File: src/rtl/mlfq_pkg.sv
// Shared widths, limits and register indexes of the three-level feedback queue scheduler.
`timescale 1ns / 1ps
package mlfq_pkg;

    localparam int MaxTasks  = 16;
    localparam int SlotW     = 4;
    localparam int TimeW     = 16;
    localparam int NowW      = 21;
    localparam int CountW    = 5;
    localparam int QuantW    = 8;
    localparam int NumLevels = 3;
    localparam int LevelW    = 2;

    localparam logic [NowW-1:0]  NowMax = {NowW{1'b1}};
    localparam logic [TimeW-1:0] SwMax  = {TimeW{1'b1}};

    // Stream payload widths, padded to whole bytes.
    localparam int SDataW = 40;
    localparam int MDataW = 64;

    // Operation carried in s_tuser.
    localparam logic OpLoad = 1'b0;
    localparam logic OpStep = 1'b1;

    // Configuration port.
    localparam int CfgIdxW  = 2;
    localparam int CfgDataW = 8;
    localparam logic [CfgIdxW-1:0] RegQuantum0 = 2'd0;
    localparam logic [CfgIdxW-1:0] RegQuantum1 = 2'd1;

    localparam logic [QuantW-1:0] Quantum0Reset = 8'd5;
    localparam logic [QuantW-1:0] Quantum1Reset = 8'd10;

endpackage

File: src/rtl/mlfq_three_level_scheduler_unit.sv
// Three-level feedback queue scheduler: task table, three queues and the step sequencer.
`timescale 1ns / 1ps
// A load transaction (s_tuser = 0) writes one task's arrival time and burst into the
// task table, unless the burst is zero, and returns one result. A step transaction
// (s_tuser = 1) first walks the sixteen table slots, one slot per cycle, admitting each
// arrived, unfinished and unqueued task to the tail of the top queue; it then picks the
// head of the highest non-empty queue in ST_PICK and retires the slice in ST_FINISH, or
// returns an idle tick from ST_PICK if all queues are empty. A single comparator serves
// both the arrival test of the walk and the quantum limit of the dispatch. The input is
// taken only while the sequencer is idle, but a result may wait in the output register
// meanwhile; a stalled output holds the sequencer in its last state. Quanta are to be
// written through the cfg port only while no transaction is in progress; the block does
// not enforce this. A quantum of zero behaves as one.
module mlfq_three_level_scheduler_unit (
    input  logic                           aclk,
    input  logic                           aresetn,
    input  logic                           s_tvalid,
    output logic                           s_tready,
    // s_tdata, from bit 0: task_slot[3:0], arrival[15:0], burst[15:0], zero padding.
    input  logic [mlfq_pkg::SDataW-1:0]    s_tdata,
    // s_tuser: op (0 load, 1 step).
    input  logic [0:0]                     s_tuser,
    output logic                           m_tvalid,
    input  logic                           m_tready,
    // m_tdata, from bit 0: task_run[3:0], level[1:0], slice_start[20:0],
    // run_length[15:0], finished, all_done, switches[15:0], zero padding.
    output logic [mlfq_pkg::MDataW-1:0]    m_tdata,
    // m_tuser: idle.
    output logic [0:0]                     m_tuser,
    input  logic                           cfg_valid,
    output logic                           cfg_ready,
    input  logic [mlfq_pkg::CfgIdxW-1:0]   cfg_index,
    input  logic [mlfq_pkg::CfgDataW-1:0]  cfg_data
);
    import mlfq_pkg::*;

    localparam logic [2:0] ST_IDLE   = 3'd0;
    localparam logic [2:0] ST_LOAD   = 3'd1;
    localparam logic [2:0] ST_SCAN   = 3'd2;
    localparam logic [2:0] ST_PICK   = 3'd3;
    localparam logic [2:0] ST_FINISH = 3'd4;

    logic [2:0]        state_reg, state_next;
    logic [QuantW-1:0] quantum0_reg, quantum1_reg;

    // Captured input transaction.
    logic [SlotW-1:0]  slot_reg, slot_next;
    logic [TimeW-1:0]  arr_in_reg, arr_in_next;
    logic [TimeW-1:0]  burst_reg, burst_next;

    // Task table.
    logic [TimeW-1:0]  arrival_reg   [MaxTasks];
    logic [TimeW-1:0]  remaining_reg [MaxTasks];
    logic [MaxTasks-1:0] queued_reg, queued_next;
    logic [MaxTasks-1:0] loaded_reg, loaded_next;

    // Queues.
    logic [SlotW-1:0]  fifo_reg [NumLevels][MaxTasks];
    logic [SlotW-1:0]  head_reg [NumLevels];
    logic [CountW-1:0] cnt_reg  [NumLevels];

    logic [NowW-1:0]   now_reg, now_next;
    logic              prev_valid_reg, prev_valid_next;
    logic [SlotW-1:0]  prev_task_reg, prev_task_next;
    logic [TimeW-1:0]  sw_reg, sw_next;
    logic [CountW-1:0] loaded_cnt_reg, loaded_cnt_next;
    logic [CountW-1:0] done_cnt_reg, done_cnt_next;

    // Sequencer working registers.
    logic [SlotW-1:0]  idx_reg, idx_next;
    logic [SlotW-1:0]  task_reg, task_next;
    logic [LevelW-1:0] lvl_reg, lvl_next;
    logic [TimeW-1:0]  run_reg, run_next;
    logic [TimeW-1:0]  left_reg, left_next;

    // Output register.
    logic              m_valid_reg, m_valid_next;
    logic              o_idle_reg, o_idle_next;
    logic [SlotW-1:0]  o_task_reg, o_task_next;
    logic [LevelW-1:0] o_lvl_reg, o_lvl_next;
    logic [NowW-1:0]   o_start_reg, o_start_next;
    logic [TimeW-1:0]  o_run_reg, o_run_next;
    logic              o_fin_reg, o_fin_next;
    logic              o_done_reg, o_done_next;
    logic [TimeW-1:0]  o_sw_reg, o_sw_next;

    // Table and queue write controls.
    logic              rem_we;
    logic [SlotW-1:0]  rem_wa;
    logic [TimeW-1:0]  rem_wd;
    logic              arr_we;
    logic              push_en;
    logic [LevelW-1:0] push_lvl;
    logic [SlotW-1:0]  push_val;
    logic              pop_en;

    logic              out_free;
    logic [SlotW-1:0]  rd_idx;
    logic [TimeW-1:0]  rem_rd;
    logic [TimeW-1:0]  arr_rd;
    logic              lvl_none;
    logic [LevelW-1:0] lvl_pick;
    logic [SlotW-1:0]  head_task;
    logic [QuantW-1:0] q0_eff, q1_eff;
    logic [TimeW-1:0]  quantum;
    logic [NowW-1:0]   cmp_a, cmp_b;
    logic              cmp_lt;
    logic [TimeW-1:0]  run_c;
    logic [NowW:0]     now_sum;
    logic [SlotW-1:0]  push_tail;

    assign s_tready  = (state_reg == ST_IDLE);
    assign cfg_ready = 1'b1;
    assign out_free  = !m_valid_reg || m_tready;

    assign m_tvalid = m_valid_reg;
    assign m_tuser  = o_idle_reg;
    assign m_tdata  = {3'b000, o_sw_reg, o_done_reg, o_fin_reg, o_run_reg, o_start_reg,
                       o_lvl_reg, o_task_reg};

    // One read port of the remaining-time table, shared by the walk, the load and the dispatch.
    always_comb begin
        unique case (state_reg)
            ST_SCAN: rd_idx = idx_reg;
            ST_LOAD: rd_idx = slot_reg;
            default: rd_idx = head_task;
        endcase
    end
    assign rem_rd = remaining_reg[rd_idx];
    assign arr_rd = arrival_reg[idx_reg];

    assign lvl_none = (cnt_reg[0] == '0) && (cnt_reg[1] == '0) && (cnt_reg[2] == '0);
    always_comb begin
        priority if (cnt_reg[0] != '0) begin
            lvl_pick = 2'd0;
        end else if (cnt_reg[1] != '0) begin
            lvl_pick = 2'd1;
        end else begin
            lvl_pick = 2'd2;
        end
    end
    assign head_task = fifo_reg[lvl_pick][head_reg[lvl_pick]];

    assign q0_eff = (quantum0_reg == '0) ? 8'd1 : quantum0_reg;
    assign q1_eff = (quantum1_reg == '0) ? 8'd1 : quantum1_reg;
    always_comb begin
        unique case (lvl_pick)
            2'd0:    quantum = {8'b0, q0_eff};
            2'd1:    quantum = {8'b0, q1_eff};
            default: quantum = rem_rd;
        endcase
    end

    // The shared comparator: arrival test during the walk, quantum limit at dispatch.
    always_comb begin
        if (state_reg == ST_SCAN) begin
            cmp_a = now_reg;
            cmp_b = {5'b0, arr_rd};
        end else begin
            cmp_a = {5'b0, rem_rd};
            cmp_b = {5'b0, quantum};
        end
    end
    assign cmp_lt = (cmp_a < cmp_b);
    assign run_c  = cmp_lt ? rem_rd : quantum;

    assign now_sum   = {1'b0, now_reg} + {6'b0, run_reg};
    assign push_tail = head_reg[push_lvl] + cnt_reg[push_lvl][SlotW-1:0];

    always_comb begin
        state_next      = state_reg;
        slot_next       = slot_reg;
        arr_in_next     = arr_in_reg;
        burst_next      = burst_reg;
        queued_next     = queued_reg;
        loaded_next     = loaded_reg;
        now_next        = now_reg;
        prev_valid_next = prev_valid_reg;
        prev_task_next  = prev_task_reg;
        sw_next         = sw_reg;
        loaded_cnt_next = loaded_cnt_reg;
        done_cnt_next   = done_cnt_reg;
        idx_next        = idx_reg;
        task_next       = task_reg;
        lvl_next        = lvl_reg;
        run_next        = run_reg;
        left_next       = left_reg;
        m_valid_next    = m_valid_reg && !m_tready;
        o_idle_next     = o_idle_reg;
        o_task_next     = o_task_reg;
        o_lvl_next      = o_lvl_reg;
        o_start_next    = o_start_reg;
        o_run_next      = o_run_reg;
        o_fin_next      = o_fin_reg;
        o_done_next     = o_done_reg;
        o_sw_next       = o_sw_reg;
        rem_we          = 1'b0;
        rem_wa          = slot_reg;
        rem_wd          = burst_reg;
        arr_we          = 1'b0;
        push_en         = 1'b0;
        push_lvl        = 2'd0;
        push_val        = idx_reg;
        pop_en          = 1'b0;

        unique case (state_reg)
            ST_IDLE: begin
                if (s_tvalid) begin
                    slot_next   = s_tdata[3:0];
                    arr_in_next = s_tdata[19:4];
                    burst_next  = s_tdata[35:20];
                    idx_next    = '0;
                    state_next  = (s_tuser[0] == OpStep) ? ST_SCAN : ST_LOAD;
                end
            end
            ST_LOAD: begin
                if (out_free) begin
                    if (burst_reg != '0) begin
                        if (!loaded_reg[slot_reg]) begin
                            loaded_next[slot_reg] = 1'b1;
                            loaded_cnt_next       = loaded_cnt_reg + 5'd1;
                        end else if (rem_rd == '0 && done_cnt_reg != '0) begin
                            // A finished task comes back to life.
                            done_cnt_next = done_cnt_reg - 5'd1;
                        end
                        arr_we = 1'b1;
                        rem_we = 1'b1;
                    end
                    m_valid_next = 1'b1;
                    o_idle_next  = 1'b0;
                    o_task_next  = '0;
                    o_lvl_next   = '0;
                    o_start_next = '0;
                    o_run_next   = '0;
                    o_fin_next   = 1'b0;
                    o_done_next  = (done_cnt_next == loaded_cnt_next);
                    o_sw_next    = sw_reg;
                    state_next   = ST_IDLE;
                end
            end
            ST_SCAN: begin
                if (rem_rd != '0 && !queued_reg[idx_reg] && !cmp_lt) begin
                    queued_next[idx_reg] = 1'b1;
                    push_en              = 1'b1;
                end
                idx_next = idx_reg + 4'd1;
                if (idx_reg == SlotW'(MaxTasks - 1)) begin
                    state_next = ST_PICK;
                end
            end
            ST_PICK: begin
                if (lvl_none) begin
                    if (out_free) begin
                        m_valid_next    = 1'b1;
                        o_idle_next     = 1'b1;
                        o_task_next     = '0;
                        o_lvl_next      = '0;
                        o_start_next    = now_reg;
                        o_run_next      = '0;
                        o_fin_next      = 1'b0;
                        o_done_next     = (done_cnt_reg == loaded_cnt_reg);
                        o_sw_next       = sw_reg;
                        now_next        = (now_reg == NowMax) ? now_reg : now_reg + 21'd1;
                        prev_valid_next = 1'b0;
                        state_next      = ST_IDLE;
                    end
                end else begin
                    pop_en    = 1'b1;
                    task_next = head_task;
                    lvl_next  = lvl_pick;
                    run_next  = run_c;
                    left_next = rem_rd - run_c;
                    if (prev_valid_reg && prev_task_reg != head_task && sw_reg != SwMax) begin
                        sw_next = sw_reg + 16'd1;
                    end
                    prev_valid_next = 1'b1;
                    prev_task_next  = head_task;
                    state_next      = ST_FINISH;
                end
            end
            ST_FINISH: begin
                if (out_free) begin
                    rem_we   = 1'b1;
                    rem_wa   = task_reg;
                    rem_wd   = left_reg;
                    now_next = now_sum[NowW] ? NowMax : now_sum[NowW-1:0];
                    if (left_reg == '0) begin
                        queued_next[task_reg] = 1'b0;
                        done_cnt_next         = done_cnt_reg + 5'd1;
                    end else begin
                        // Only the two upper levels can leave work behind.
                        push_en  = 1'b1;
                        push_lvl = (lvl_reg == 2'd0) ? 2'd1 : 2'd2;
                        push_val = task_reg;
                    end
                    m_valid_next = 1'b1;
                    o_idle_next  = 1'b0;
                    o_task_next  = task_reg;
                    o_lvl_next   = lvl_reg;
                    o_start_next = now_reg;
                    o_run_next   = run_reg;
                    o_fin_next   = (left_reg == '0);
                    o_done_next  = (done_cnt_next == loaded_cnt_reg);
                    o_sw_next    = sw_reg;
                    state_next   = ST_IDLE;
                end
            end
            default: begin
                state_next = ST_IDLE;
            end
        endcase
    end

    // Control state.
    always_ff @(posedge aclk) begin
        if (!aresetn) begin
            state_reg      <= ST_IDLE;
            quantum0_reg   <= Quantum0Reset;
            quantum1_reg   <= Quantum1Reset;
            queued_reg     <= '0;
            loaded_reg     <= '0;
            now_reg        <= '0;
            prev_valid_reg <= 1'b0;
            prev_task_reg  <= '0;
            sw_reg         <= '0;
            loaded_cnt_reg <= '0;
            done_cnt_reg   <= '0;
            idx_reg        <= '0;
            m_valid_reg    <= 1'b0;
            for (int l = 0; l < NumLevels; l++) begin
                head_reg[l] <= '0;
                cnt_reg[l]  <= '0;
            end
            for (int t = 0; t < MaxTasks; t++) begin
                remaining_reg[t] <= '0;
            end
        end else begin
            state_reg      <= state_next;
            queued_reg     <= queued_next;
            loaded_reg     <= loaded_next;
            now_reg        <= now_next;
            prev_valid_reg <= prev_valid_next;
            prev_task_reg  <= prev_task_next;
            sw_reg         <= sw_next;
            loaded_cnt_reg <= loaded_cnt_next;
            done_cnt_reg   <= done_cnt_next;
            idx_reg        <= idx_next;
            m_valid_reg    <= m_valid_next;
            if (cfg_valid && cfg_index == RegQuantum0) begin
                quantum0_reg <= cfg_data;
            end
            if (cfg_valid && cfg_index == RegQuantum1) begin
                quantum1_reg <= cfg_data;
            end
            if (rem_we) begin
                remaining_reg[rem_wa] <= rem_wd;
            end
            if (push_en) begin
                cnt_reg[push_lvl] <= cnt_reg[push_lvl] + 5'd1;
            end
            if (pop_en) begin
                head_reg[lvl_pick] <= head_reg[lvl_pick] + 4'd1;
                cnt_reg[lvl_pick]  <= cnt_reg[lvl_pick] - 5'd1;
            end
        end
    end

    // Payload registers.
    always_ff @(posedge aclk) begin
        slot_reg    <= slot_next;
        arr_in_reg  <= arr_in_next;
        burst_reg   <= burst_next;
        task_reg    <= task_next;
        lvl_reg     <= lvl_next;
        run_reg     <= run_next;
        left_reg    <= left_next;
        o_idle_reg  <= o_idle_next;
        o_task_reg  <= o_task_next;
        o_lvl_reg   <= o_lvl_next;
        o_start_reg <= o_start_next;
        o_run_reg   <= o_run_next;
        o_fin_reg   <= o_fin_next;
        o_done_reg  <= o_done_next;
        o_sw_reg    <= o_sw_next;
        if (arr_we) begin
            arrival_reg[slot_reg] <= arr_in_reg;
        end
        if (push_en) begin
            fifo_reg[push_lvl][push_tail] <= push_val;
        end
    end

endmodule

File: config.mk
export PLATFORM = sky130hd
export DESIGN_NAME = mlfq_three_level_scheduler_unit
export DESIGN_NICKNAME = d
export VERILOG_FILES = /design/src/rtl/mlfq_pkg.sv /design/src/rtl/mlfq_three_level_scheduler_unit.sv
export SDC_FILE = /design/constraint.sdc
export NUM_CORES = 2
export LEC_CHECK = 0
export ABC_AREA = 1
export BUFFER_PORTS_ARGS = -buffer_cell sky130_fd_sc_hd__buf_2
export CAP_MARGIN = 20
export CORE_MARGIN = 4
export CORE_UTILIZATION = 43
export DETAILED_ROUTE_END_ITERATION = 16
export GPL_TIMING_DRIVEN = 0
export MAX_ROUTING_LAYER = met4
export PLACE_DENSITY = 0.68
export SLEW_MARGIN = 10
export SYNTH_ARGS = -nofsm -noshare
export SYNTH_HDL_FRONTEND = slang
export SYNTH_SLANG_ARGS = --single-unit
export TNS_END_PERCENT = 10
File: constraint.sdc
create_clock -name aclk -period 11.7 [get_ports aclk]
set_input_delay 1.755 -clock aclk [delete_from_list [all_inputs] [get_ports aclk]]
set_output_delay 1.755 -clock aclk [all_outputs]
set_load 0.02 [all_outputs]
==> run_results.csv <==
group,metric,value,unit
outcome,outcome,"finished clean",
logic_synthesis,synth_ff_type,"edfxtp_1",
logic_synthesis,synth_edf_count,867,
floorplan,num_rows,119,
logic_synthesis,ys_ff_latch,979,
global_route,grt_max_degree,32,
logic_synthesis,synth_most_common_cell,"edfxtp_1",
placed_design,dp_hpwl,109000,um
critical_path,rr_startpoint,"cnt_reg[1][3]$_SDFFCE_PN0P_",
sta,post-route-min-period,9.46,ns
sta,fin_worst_skew,0.0590,ns
critical_path,cpMostUsedCell,"nand2_1",
floorplan,start_util,0.435,
detailed_routing,routed_wl,155000,um
placed_design,gp_congestion,0.971,
power_and_ir_drop,p_per_area,295,mW/mm^2
floorplan,coreArea,0.106,sq mm
final_layout,nets,5017,
floorplan,die_area,0.112,sq mm
critical_path,crit_path_end_kind,"flop",
global_route,grt_usage,0.275,
hold_path,min-delay-start,"sw_reg[13]$_SDFFE_PN0P_",
logic_synthesis,synth_seq_area_share,0.615,
logic_synthesis,synth.distinct_cells,66,
sta,worst_pin_slew,1.22,ns
final_layout,nFillCells,9480,
sta,fmax,106,MHz
critical_path,critPathLaunchType,"flop",
logic_synthesis,synth_common_cells,"edfxtp_1, nand2_1, nor2_1, nand3_1, inv_1",
floorplan,die_height,335,um
global_route,grt_overflow,0,
power_and_ir_drop,worst_ir_drop_vdd,0.284,mV
clock_network,clkTransAtPathRegs,0.06,ns
critical_path,slowest_delay,0.62,ns
critical_path,critPathKind,"reg2reg",
logic_synthesis,yosys.area.top_type_share,0.566,
critical_path,crit_start,"cnt_reg[1][3]$_SDFFCE_PN0P_",
logic_synthesis,syn_area,0.0460,sq mm
clock_network,clock_latency,0.72,ns
logic_synthesis,ys.warnings.count,0,
detailed_routing,drc,0,
critical_path,cp.arrival,9.90,ns
final_layout,regArea,0.0283,sq mm
sta,rsz0062_at_grt,"false",
detailed_routing,wl_per_cell,24.2,um
placed_design,place_inst,6184,
hold_path,hold_path_class,"reg2reg",
global_route,grt_pass1_wl,223000,um
power_and_ir_drop,p_leak,0.0202,uW
detailed_routing,drt_pre_antenna_iters,8,
clock_network,cts-resized-gates,0,
sta,relSlewSlack,0.178,
logic_synthesis,synthCells,4656,
clock_network,h-tree-depth,3,
critical_path,slowest_stage,"clkbuf_1",
global_route,antenna_found_initial,11,
clock_network,ctsHoldBuffers,0,
sta,setup-violations-final,0,
placed_design,port_buffers,115,
sta,post-route-period-util,0.809,
final_layout,multiInputGateArea,0.0151,sq mm
clock_network,post_cts_buffers,0,
detailed_routing,ant_nets,0,
critical_path,worstPathMaxFanout,10,
sta,fin_setup_tns,0,ns
global_route,grt_pass1_vias,34500,
detailed_routing,viasPerCell,5.83,
critical_path,required,12.14,ns
floorplan,io_pins,124,
clock_network,numCtsBuffers,102,
detailed_routing,drt_iter0_drc,5231,
clock_network,cts_buffer_depth,3,
floorplan,die_w,335,um
sta,finalHoldViolations,0,
clock_network,cts_tree,"done",
clock_network,cts_sinks,979,
logic_synthesis,synth_largest_area_cell,"edfxtp_1",
sta,timing.final.max_slew_violations,0,
clock_network,clock-root-buffer,"clkbuf_16",
final_layout,area_delta_synth_final,13.8,%
final_layout,drive_gt1_frac,0.0955,
run,maxCapViolCount,0,
logic_synthesis,async_reset_ff_frac,0,
final_layout,finalNonFillerCells,6385,
logic_synthesis,syn_avg_cell_area,9.87,sq um
logic_synthesis,synth_area_leaders,"edfxtp_1, nand2_1, nor2_1, nand3_1, dfxtp_1",
detailed_routing,vias,37200,
## report_power, final
group	switching [uW]	internal (uW)	total, uW
Combinational	5360	2150	7510
Clock	1450	1940	3390
Sequential	190	4350	4540
Total	7000	8440	15400
## critical path, delay by kind of cell, from the launching register on
family                     cells  cell delay, ns
AOI/OAI and AO/OA             17            3.61
buffers and inverters          8            2.28
and+or+nand+nor               18            2.23
adders and majority gates      2            0.53
DFF                            1            0.45
xor gates and xnor gates       1            0.08
## layer usage
layer / global-route usage / part of all wire / up-vias / wire (um)
met3: 0.0586 / 0.12 / 399 / 18000
met4: 0.114 / 0.044 / 0 / 6760
met2: 0.417 / 0.45 / 2371 / 69400
met1: 0.361 / 0.39 / 17800 / 60400
li1: - / - / 16600 / -
met5: - / 0 / - / 0
## final timing paths
check	to	slack (ns)	cells past startpoint
worst max-delay path	left_reg[15]$_DFFE_PP_	2.24	46
worst min register to register	o_sw_reg[13]$_DFFE_PP_	0.45	0
worst max register to register	left_reg[15]$_DFFE_PP_	2.24	46
worst min-delay path	o_sw_reg[13]$_DFFE_PP_	0.45	0
## kinds of logic (layout without fill, tap and decap cells)
logic type / after synthesis / count (layout) / synth area share
buf+inv: 632 / 959 / 0.0595
flops: 979 / 979 / 0.615
other cells: 2 / 13 / 0.000163
mux: 2 / 2 / 0.000436
compound gates: 702 / 702 / 0.0888
simple gates: 2217 / 2217 / 0.207
fa+ha+maj: 64 / 64 / 0.0179
xor+xnor: 58 / 58 / 0.0111
## layout make-up
| cell class | instances | area share |
|---|---|---|
| diodes | 9 | 0.000431 |
| plain buffers | 260 | 0.0255 |
| clock buffers | 123 | 0.0521 |
| clock inverters | 69 | 0.0146 |
| inverters | 372 | 0.0268 |
| multi-input cells | 3047 | 0.288 |
| flip-flops and latches | 979 | 0.541 |
| well taps | 1391 | 0.0333 |
| repair buffers | 135 | 0.0181 |
## layout by cell type, fill, tap and decap left out, types with 11 or more instances in the layout
master,n
nand3b_1,39
dfxtp_1,112
o21ai_0,326
nand2_1,832
edfxtp_1,867
ha_1,61
buf_2,168
o21ai_1,18
inv_1,361
o221ai_1,54
nand2_2,13
clkinv_1,21
nand4_1,29
clkinv_2,21
nor2_1,697
clkbuf_16,105
buf_4,28
o22ai_1,45
nor2_2,17
nand3_1,515
bufinv_16,12
a221oi_1,16
clkbuf_1,165
xor2_1,47
a31oi_1,17
nor3_1,26
o211ai_1,37
a21oi_1,143
xnor2_1,11
buf_6,27
## stage by stage
step / power, uW / util / instance area (sq um) / hold WS [ns] / setup WS (ns)
after floorplan: 9230 / - / 46000 / 0.408 / 5.23
after global placement: 11700 / 0.457 / 48300 / 0.433 / 2.64
after detailed placement: 11800 / 0.461 / 48800 / 0.422 / 2.65
after CTS: 15200 / 0.494 / 52300 / 0.440 / 2.59
after global routing: 16100 / 0.495 / 52300 / 0.445 / 1.77
final: 15400 / 0.495 / 52300 / 0.446 / 2.24
(Power assumes the default switching activity.)
